## config.mk

```make
export PLATFORM = sky130hd
export DESIGN_NAME = arm_reloc_addend_extract
export DESIGN_NICKNAME = d
export VERILOG_FILES = /design/src/rtl/core/arae_pkg.sv /design/src/rtl/core/arm_reloc_addend_extract.sv
export SDC_FILE = /design/constraint.sdc
export NUM_CORES = 1
export LEC_CHECK = 0
export ABC_AREA = 1
export BUFFER_PORTS_ARGS = -buffer_cell sky130_fd_sc_hd__buf_2
export CORE_MARGIN = 3
export CORE_UTILIZATION = 27
export DETAILED_ROUTE_END_ITERATION = 10
export GPL_TIMING_DRIVEN = 0
export PLACE_DENSITY_LB_ADDON = 0.25
export SLEW_MARGIN = 20
export SYNTH_ARGS = -nofsm -noshare
export SYNTH_HDL_FRONTEND = slang
export SYNTH_SLANG_ARGS = --single-unit
```

## constraint.sdc

```tcl
create_clock -name aclk -period 5.57 [get_ports aclk]
set_input_delay 1.114 -clock aclk [delete_from_list [all_inputs] [get_ports aclk]]
set_output_delay 1.114 -clock aclk [all_outputs]
set_load 0.01 [all_outputs]
```

## src/rtl/core/arae_pkg.sv

```systemverilog
// ============================================================================
// arae_pkg: shared types, relocation codes and addend decode
// Holds the ARM ELF relocation type numbers that carry an implicit addend,
// the result type of one decode, and the decode function itself.
// ============================================================================
package arae_pkg;

    // Field widths of one request and one result.
    localparam int unsigned KIND_W   = 8;
    localparam int unsigned WORD_W   = 32;
    localparam int unsigned ADDEND_W = 32;

    typedef logic [KIND_W-1:0] kind_t;
    typedef logic [WORD_W-1:0] word_t;

    // Relocation type numbers from the ARM ELF ABI.
    localparam kind_t RELOC_PC24              = 8'd1;
    localparam kind_t RELOC_ABS32             = 8'd2;
    localparam kind_t RELOC_REL32             = 8'd3;
    localparam kind_t RELOC_LDR_PC_G0         = 8'd4;
    localparam kind_t RELOC_SBREL32           = 8'd9;
    localparam kind_t RELOC_THM_CALL          = 8'd10;
    localparam kind_t RELOC_THM_PC8           = 8'd11;
    localparam kind_t RELOC_TLS_DTPMOD32      = 8'd17;
    localparam kind_t RELOC_TLS_DTPOFF32      = 8'd18;
    localparam kind_t RELOC_TLS_TPOFF32       = 8'd19;
    localparam kind_t RELOC_GLOB_DAT          = 8'd21;
    localparam kind_t RELOC_RELATIVE          = 8'd23;
    localparam kind_t RELOC_GOTOFF32          = 8'd24;
    localparam kind_t RELOC_BASE_PREL         = 8'd25;
    localparam kind_t RELOC_GOT_BREL          = 8'd26;
    localparam kind_t RELOC_PLT32             = 8'd27;
    localparam kind_t RELOC_CALL              = 8'd28;
    localparam kind_t RELOC_JUMP24            = 8'd29;
    localparam kind_t RELOC_THM_JUMP24        = 8'd30;
    localparam kind_t RELOC_TARGET1           = 8'd38;
    localparam kind_t RELOC_PREL31            = 8'd42;
    localparam kind_t RELOC_MOVW_ABS_NC       = 8'd43;
    localparam kind_t RELOC_MOVT_ABS          = 8'd44;
    localparam kind_t RELOC_MOVW_PREL_NC      = 8'd45;
    localparam kind_t RELOC_MOVT_PREL         = 8'd46;
    localparam kind_t RELOC_THM_MOVW_ABS_NC   = 8'd47;
    localparam kind_t RELOC_THM_MOVT_ABS      = 8'd48;
    localparam kind_t RELOC_THM_MOVW_PREL_NC  = 8'd49;
    localparam kind_t RELOC_THM_MOVT_PREL     = 8'd50;
    localparam kind_t RELOC_THM_JUMP19        = 8'd51;
    localparam kind_t RELOC_THM_ALU_PREL_11_0 = 8'd53;
    localparam kind_t RELOC_THM_PC12          = 8'd54;
    localparam kind_t RELOC_ALU_PC_G0_NC      = 8'd57;
    localparam kind_t RELOC_ALU_PC_G0         = 8'd58;
    localparam kind_t RELOC_ALU_PC_G1_NC      = 8'd59;
    localparam kind_t RELOC_ALU_PC_G1         = 8'd60;
    localparam kind_t RELOC_ALU_PC_G2         = 8'd61;
    localparam kind_t RELOC_LDR_PC_G1         = 8'd62;
    localparam kind_t RELOC_LDR_PC_G2         = 8'd63;
    localparam kind_t RELOC_LDRS_PC_G0        = 8'd64;
    localparam kind_t RELOC_LDRS_PC_G1        = 8'd65;
    localparam kind_t RELOC_LDRS_PC_G2        = 8'd66;
    localparam kind_t RELOC_MOVW_BREL_NC      = 8'd84;
    localparam kind_t RELOC_MOVT_BREL         = 8'd85;
    localparam kind_t RELOC_THM_MOVW_BREL_NC  = 8'd87;
    localparam kind_t RELOC_THM_MOVT_BREL     = 8'd88;
    localparam kind_t RELOC_GOT_PREL          = 8'd96;
    localparam kind_t RELOC_THM_JUMP11        = 8'd102;
    localparam kind_t RELOC_THM_JUMP8         = 8'd103;
    localparam kind_t RELOC_TLS_GD32          = 8'd104;
    localparam kind_t RELOC_TLS_LDM32         = 8'd105;
    localparam kind_t RELOC_TLS_LDO32         = 8'd106;
    localparam kind_t RELOC_TLS_IE32          = 8'd107;
    localparam kind_t RELOC_TLS_LE32          = 8'd108;

    // One decoded result.
    typedef struct packed {
        logic [ADDEND_W-1:0] addend;
        logic                handled;
    } addend_res_t;

    // Pull the implicit addend out of the site word for one relocation type.
    function automatic addend_res_t decode_addend(input kind_t kind, input word_t w);
        logic [15:0]         h0;
        logic [15:0]         h1;
        logic                s;
        logic                i1;
        logic                i2;
        logic [15:0]         imm16;
        logic [31:0]         imm;
        logic [9:0]          pc8;
        addend_res_t         res;
        h0    = w[15:0];
        h1    = w[31:16];
        s     = h0[10];
        i1    = ~(h1[13] ^ s);
        i2    = ~(h1[11] ^ s);
        imm16 = '0;
        imm   = '0;
        pc8   = '0;
        res.addend  = '0;
        res.handled = 1'b1;
        unique case (kind)
            // Data words pass through whole.
            RELOC_ABS32, RELOC_REL32, RELOC_SBREL32, RELOC_TLS_DTPMOD32,
            RELOC_TLS_DTPOFF32, RELOC_TLS_TPOFF32, RELOC_GLOB_DAT,
            RELOC_RELATIVE, RELOC_GOTOFF32, RELOC_BASE_PREL, RELOC_GOT_BREL,
            RELOC_TARGET1, RELOC_GOT_PREL, RELOC_TLS_GD32, RELOC_TLS_LDM32,
            RELOC_TLS_LDO32, RELOC_TLS_IE32, RELOC_TLS_LE32: begin
                res.addend = w;
            end
            // Bit 31 is ignored, bits 30:0 are sign-extended.
            RELOC_PREL31: begin
                res.addend = {w[30], w[30:0]};
            end
            // Arm branch: imm24 times four, signed.
            RELOC_PC24, RELOC_PLT32, RELOC_CALL, RELOC_JUMP24: begin
                res.addend = {{6{w[23]}}, w[23:0], 2'b00};
            end
            RELOC_THM_JUMP8: begin
                res.addend = {{23{h0[7]}}, h0[7:0], 1'b0};
            end
            RELOC_THM_JUMP11: begin
                res.addend = {{20{h0[10]}}, h0[10:0], 1'b0};
            end
            // Conditional Thumb branch: S:J2:J1:imm6:imm11:0.
            RELOC_THM_JUMP19: begin
                res.addend = {{11{s}}, s, h1[11], h1[13], h0[5:0], h1[10:0], 1'b0};
            end
            // Thumb call and jump: S:I1:I2:imm10:imm11:0.
            RELOC_THM_CALL, RELOC_THM_JUMP24: begin
                res.addend = {{7{s}}, s, i1, i2, h0[9:0], h1[10:0], 1'b0};
            end
            // Arm MOVW/MOVT: imm4:imm12.
            RELOC_MOVW_ABS_NC, RELOC_MOVT_ABS, RELOC_MOVW_PREL_NC,
            RELOC_MOVT_PREL, RELOC_MOVW_BREL_NC, RELOC_MOVT_BREL: begin
                imm16      = {w[19:16], w[11:0]};
                res.addend = {{16{imm16[15]}}, imm16};
            end
            // Thumb MOVW/MOVT: imm4:i:imm3:imm8.
            RELOC_THM_MOVW_ABS_NC, RELOC_THM_MOVT_ABS, RELOC_THM_MOVW_PREL_NC,
            RELOC_THM_MOVT_PREL, RELOC_THM_MOVW_BREL_NC,
            RELOC_THM_MOVT_BREL: begin
                imm16      = {h0[3:0], h0[10], h1[14:12], h1[7:0]};
                res.addend = {{16{imm16[15]}}, imm16};
            end
            // The group relocations for ALU instructions have no rule.
            RELOC_ALU_PC_G0_NC, RELOC_ALU_PC_G0, RELOC_ALU_PC_G1_NC,
            RELOC_ALU_PC_G1, RELOC_ALU_PC_G2: begin
                res.handled = 1'b0;
            end
            // Arm LDR: imm12, the U bit selects the sign.
            RELOC_LDR_PC_G0, RELOC_LDR_PC_G1, RELOC_LDR_PC_G2: begin
                imm        = {20'd0, w[11:0]};
                res.addend = w[23] ? imm : (32'd0 - imm);
            end
            // Arm LDRD/LDRH style: split imm8, the U bit selects the sign.
            RELOC_LDRS_PC_G0, RELOC_LDRS_PC_G1, RELOC_LDRS_PC_G2: begin
                imm        = {24'd0, w[11:8], w[3:0]};
                res.addend = w[23] ? imm : (32'd0 - imm);
            end
            // Thumb ADR: the SUBW form negates the immediate.
            RELOC_THM_ALU_PREL_11_0: begin
                imm        = {20'd0, h0[10], h1[14:12], h1[7:0]};
                res.addend = (h0[7:4] != 4'd0) ? (32'd0 - imm) : imm;
            end
            // Thumb PC8: ((imm8 * 4 + 4) mod 1024) - 4.
            RELOC_THM_PC8: begin
                pc8        = {h0[7:0], 2'b00} + 10'd4;
                res.addend = {22'd0, pc8} - 32'd4;
            end
            // Thumb LDR literal: imm12, the U bit selects the sign.
            RELOC_THM_PC12: begin
                imm        = {20'd0, h1[11:0]};
                res.addend = h0[7] ? imm : (32'd0 - imm);
            end
            default: begin
                res.handled = 1'b0;
            end
        endcase
        return res;
    endfunction

endpackage

```

## src/rtl/core/arm_reloc_addend_extract.sv

```systemverilog
// ============================================================================
// arm_reloc_addend_extract: ARM ELF REL implicit addend decoder
// Decodes the signed implicit addend held at a relocation site from the
// relocation type and the 32-bit little-endian site word.
// ============================================================================
//
// Channel  | Dir | tdata                  | tuser
// ---------+-----+------------------------+-------------------
// s_       | in  | [31:0] site_word       | [7:0] kind
// m_       | out | [31:0] addend (signed) | [0] handled
//
// One request is taken per cycle while m_tready does not stall; its result is
// registered in the input register, then in the result register around one
// decode stage, before it is offered on m_.
// Reset (aresetn low at a clock edge) empties both stages.
// A stall on m_tready holds the result register; the input register still
// takes a request while it is empty or the result register moves on.
// ============================================================================
module arm_reloc_addend_extract
    import arae_pkg::*;
(
    input  logic                aclk,
    input  logic                aresetn,
    // Request channel.
    input  logic                s_tvalid,
    output logic                s_tready,
    input  logic [WORD_W-1:0]   s_tdata,   // [31:0] site_word
    input  logic [KIND_W-1:0]   s_tuser,   // [7:0] kind
    // Result channel.
    output logic                m_tvalid,
    input  logic                m_tready,
    output logic [ADDEND_W-1:0] m_tdata,   // [31:0] addend
    output logic                m_tuser    // [0] handled
);

    logic                in_valid_reg;
    logic [KIND_W-1:0]   in_kind_reg;
    logic [WORD_W-1:0]   in_word_reg;
    logic                out_valid_reg;
    logic [ADDEND_W-1:0] out_addend_reg;
    logic                out_handled_reg;
    addend_res_t         res_next;
    logic                out_load;
    logic                in_load;

    // Each stage moves on when the stage after it is free or draining.
    assign out_load = ~out_valid_reg | m_tready;
    assign in_load  = ~in_valid_reg | out_load;
    assign s_tready = in_load;

    // Decode of the registered request.
    assign res_next = decode_addend(in_kind_reg, in_word_reg);

    // Stage valid flags.
    always_ff @(posedge aclk) begin
        if (!aresetn) begin
            in_valid_reg  <= 1'b0;
            out_valid_reg <= 1'b0;
        end else begin
            if (in_load) begin
                in_valid_reg <= s_tvalid;
            end
            if (out_load) begin
                out_valid_reg <= in_valid_reg;
            end
        end
    end

    // Input payload register.
    always_ff @(posedge aclk) begin
        if (in_load && s_tvalid) begin
            in_kind_reg <= s_tuser;
            in_word_reg <= s_tdata;
        end
    end

    // Result payload register.
    always_ff @(posedge aclk) begin
        if (out_load && in_valid_reg) begin
            out_addend_reg  <= res_next.addend;
            out_handled_reg <= res_next.handled;
        end
    end

    assign m_tvalid = out_valid_reg;
    assign m_tdata  = out_addend_reg;
    assign m_tuser  = out_handled_reg;

endmodule

```

# Yosys cells after proc, flatten, opt, wreduce, memory -nomap -nowiden
# Index checks and enable logic that the tools add are counted.
dict set report word_totals {
  ff_bits 75
  in_bits 44
  output_inout_bits 35
  wordCells 86
}
dict set report op_classes {
  n_addsub 6
  n_eq_ne 49
  muxes 6
  bitwise_logic 8
  reduce_logical 11
}
# operator n
set op_table {}
lappend op_table {{32-bit case mux with 14 select lines} 1}
lappend op_table {{32-bit two-way mux} 4}
lappend op_table {{8-bit by 6-bit equality test with 1-bit output (second input constant)} 15}
lappend op_table {{8-bit by 7-bit equality test with 1-bit output (second input constant)} 15}
lappend op_table {{8-bit by 5-bit equality test with 1-bit output (second input constant)} 12}
lappend op_table {{49-bit OR reduction} 1}
lappend op_table {{1-bit by 12-bit subtractor with 13-bit output (first input constant)} 3}
lappend op_table {{8-bit by 4-bit equality test with 1-bit output (second input constant)} 3}
lappend op_table {{18-bit OR reduction} 1}
lappend op_table {{8-bit by 2-bit equality test with 1-bit output (second input constant)} 2}
lappend op_table {{6-bit OR reduction} 2}
lappend op_table {{10-bit by 3-bit subtractor with 11-bit output (second input constant)} 1}
lappend op_table {{10-bit by 3-bit adder with 10-bit output (second input constant)} 1}
lappend op_table {{1-bit by 8-bit subtractor with 9-bit output (first input constant)} 1}
lappend op_table {{8-bit by 1-bit equality test with 1-bit output (second input constant)} 1}
lappend op_table {{8-bit by 3-bit equality test with 1-bit output (second input constant)} 1}
lappend op_table {{3-bit OR reduction} 2}
lappend op_table {{1-bit NOT} 4}
lappend op_table {{4-bit nonzero test} 1}
lappend op_table {{4-bit OR reduction} 1}
lappend op_table {{1-bit logical AND} 2}
lappend op_table {{1-bit OR} 2}
lappend op_table {{2-bit OR reduction} 1}
lappend op_table {{1-bit XOR} 2}
lappend op_table {{1-bit two-way mux} 1}

# Depth between registers and ports, before layout
dict set report depth {
  word_depth 4
  depth_mapped 14
  depth_no_buf 13
}

# Worst setup path after synthesis
# Ideal clock, no wire load.
dict set report synth_timing {
  path_type {in2reg}
  start {input port m_tready}
  end {register out_addend_reg[0], in the netlist m_tdata[0], enable pin}
  setup_ns 0.434
  arrival_ns 2.790
  t_required_ns 5.136
  slack_ns 2.346
  cell_stages 2
  n_path_buf 0
  path_cell_list {inv_1 -> a21oi_1}
}
dict set report synth_between {
  elab_chain_len 2
}
# element line_no
set synth_lines {}
lappend synth_lines {{from (decl)} arm_reloc_addend_extract.sv:31} ;# input logic m_tready,
lappend synth_lines {{1-bit OR} arm_reloc_addend_extract.sv:47} ;# assign out_load = ~out_valid_reg | m_tready;
lappend synth_lines {{1-bit logical AND} arm_reloc_addend_extract.sv:79} ;# if (out_load && in_valid_reg) begin
lappend synth_lines {{to (signal assigned)} arm_reloc_addend_extract.sv:80} ;# out_addend_reg <= res_next.addend;
lappend synth_lines {{to (decl)} arm_reloc_addend_extract.sv:40} ;# logic [ADDEND_W-1:0] out_addend_reg;
# Every way passes these cells.
# A chain may end at the register's enable or synchronous reset.

# Final worst setup path
dict set report layout_timing {
  start {input port m_tready}
  end {output port s_tready}
}
dict set report layout_between {
  elab_chain_len 2
}
# element line_no
set layout_lines {}
lappend layout_lines {{1-bit OR} arm_reloc_addend_extract.sv:47}
lappend layout_lines {{1-bit OR} arm_reloc_addend_extract.sv:48} ;# assign in_load = ~in_valid_reg | out_load;
lappend layout_lines {{to (decl)} arm_reloc_addend_extract.sv:26} ;# output logic s_tready,
# Every way passes these cells.

==> metrics <==
post-DP HPWL=~15,000 um; drt drc=0; status=completed; fin. max-slew vios=0; ANT cells=0; post-synth top area share=between 30% and 40%; Setup WS post-layout=roughly 2.8 ns; clk slew on worst S/H paths=about 0.060 ns; PD cells=229.7 nW/um^2; post-synthesis sequential area ratio=roughly 40%; width of the die=149.5 um; Site Rows=slightly above 50; Chip Height=roughly 150 um; post-CTS sizing=0; WL per Instance=about 17 um; CTS tree=yes; initial antenna violation count=0; drt pass-1 iters=6; TritonCTS buffer count=9; Period minus WS final=between 2 and 3 ns; postcts setup bufs=0; total die area=about 22,000 um^2; TritonCTS Sinks=75; Vias=between 5,000 and 6,000; Final Hold Vio Count=0; top cells by area, synth=edfxtp_1 (39%), nand2_1 (19%), nand3_1 (7.3%); critical path arrival=roughly 1.6 ns; CTS max path bufs=2; fin nets=around 930; final worst-path cycle share=about half; Starting Density=roughly 28%; total number of yosys warnings=0; final setup fails=0; Area Overhead vs Synth=19.77%; normalized max-slew margin=a little under three fifths; setup TNS=0 ns; gp weighted congestion=~0.97; Leak=about 3.2 nW; Fillers=2,178; cts hold-fix bufs=0; skew final=between 0.006 and 0.007 ns; vias in the first global route=5,153; post-synthesis net count=between 800 and 900; core area=approximately 20,000 um^2; crit path kind=primary input to output pin; Slew @ Worst Pin=around 0.67 ns; RSZ-0062 raised after global routing=no; Routed WL=between 15,000 and 20,000 um; Worst-Skew Late Latency=~0.35 ns; area leader, netlist=edfxtp_1; remaining antenna violation count=0; port bufs=a little under 80; Required @ worst endpoint=4.46 ns; Synth Register Bits=75; Max Freq=about 370 MHz; Post-Syn Instances=between 700 and 800; DR iter-0 viols=410; post-place setup slack=roughly 2.8 ns; H-Tree Level Count=3; Mapped Area=5558 um^2; largest net degree at the start of global routing=28; share of cells above drive strength 1=about 18%; first-pass GRT wire length=roughly 30,000 um; Root Driver=clkbuf_16; GRT overflow=0; Hold/Removal Path Class=flop to flop; CP max FO=3; Worst Setup Start Kind=primary input; Ports=79; Critical Path Sink Type=output pin; VDD IR max=approximately 0.14 mV; Synth cell types=41; Util after Layout=between 30 and 40%; syn avg cell area=7.053 um^2; GRT Total Usage=between 15 and 20%; max cap viols=0; vias per inst=~4.7
==> synthesized netlist by cell type (all sizes together) <==
cell / instances
nand2: 287
nor2: 96
nand3: 85
inv: 81
edfxtp: 73
a21oi: 43
o21ai: 34
nand4: 23
buf: 22
xor2: 12
nor3: 6
clkbuf: 5
ha: 4
nand3b: 3
o211ai: 3
and2: 2
dfxtp: 2
a21boi: 1
a21o: 1
a22oi: 1
a32oi: 1
nor2b: 1
nor4: 1
o21bai: 1
==> final cells by class <==
cell class / count / area (um^2) / area share, %
Sequential cell: 75 / 2232 / 33.53
Inverter: 81 / 306.5 / 4.605
Clock inverter: 7 / 92.59 / 1.391
Timing Repair Buffer: 80 / 437.9 / 6.579
Buffer: 27 / 152.6 / 2.293
Clock buffer: 9 / 225.2 / 3.383
Multi-Input combinational cell: 605 / 2878 / 43.23
Tap cell: 265 / 331.6 / 4.981
==> stage by stage <==
step                      power (W)  hold slack, ns  cell area [um^2]  cells
final                      0.001529          0.5305              6656   1149
after global routing       0.001600          0.5532              6656   1149
after CTS                  0.001548          0.5288              6656   1149
after detailed placement  0.0009090          0.5192              6339   1133
after global placement    0.0009045          0.4551              6280   1131
after floorplan           0.0008213          0.4473              5558    788
==> critical path: stages <==
cell and delay (ns):
buf_2 0.10, inv_1 0.11, nand3_1 0.12, buf_2 0.16
==> layout by cell type (no fill, tap or decap), drive strengths merged, types with 4 or more instances in the layout <==
cell type,count
a21oi,43
buf,102
clkbuf,14
edfxtp,73
ha,4
inv,81
nand2,287
nand3,85
nand4,23
nor2,96
nor3,6
o21ai,34
xor2,12
==> power breakdown <==
part / switching, W / total [W] / internal, W / leakage, nW
Sequential: 0.0000225 / 0.000681 / 0.000658 / 0.738
Combinational: 0.000148 / 0.000217 / 0.0000689 / 2.29
Clock: 0.000241 / 0.000631 / 0.000390 / 0.147
Total: 0.000412 / 0.00153 / 0.00112 / 3.18
==> final timing paths <==
path                              from  cells past startpoint                         to  slack, ns
max                           m_tready                      4                   s_tready       2.85
min          in_valid_reg$_SDFFE_PN0N_                      2  in_valid_reg$_SDFFE_PN0N_       0.53
max reg2reg   in_word_reg[0]$_DFFE_PP_                     14      m_tdata[24]$_DFFE_PP_       2.97
min reg2reg  in_valid_reg$_SDFFE_PN0N_                      2  in_valid_reg$_SDFFE_PN0N_       0.53
==> routing by layer <==
layer / up-vias / share of wire, % / wire length, um / GRT usage (%)
met5: - / 0 / 0 / 0
met4: 0 / 2.0 / 378 / 4.577
met3: 30 / 7.7 / 1486 / 4.603
met2: 205 / 44 / 8421 / 26.58
met1: 2433 / 46 / 8920 / 24.67
li1: 2765 / - / - / -
==> logic make-up after synthesis <==
logic type	count (synthesis)	synth area share (%)
flip-flops	75	40.16
XOR/XNOR	12	1.891
adder cells (fa/ha/maj)	4	0.9005
buffers and inverters	108	8.262
AO/OA/AOI/OAI	85	8.240
AND/OR/NAND/NOR	504	40.54
Power figures use the tool's default switching activity.
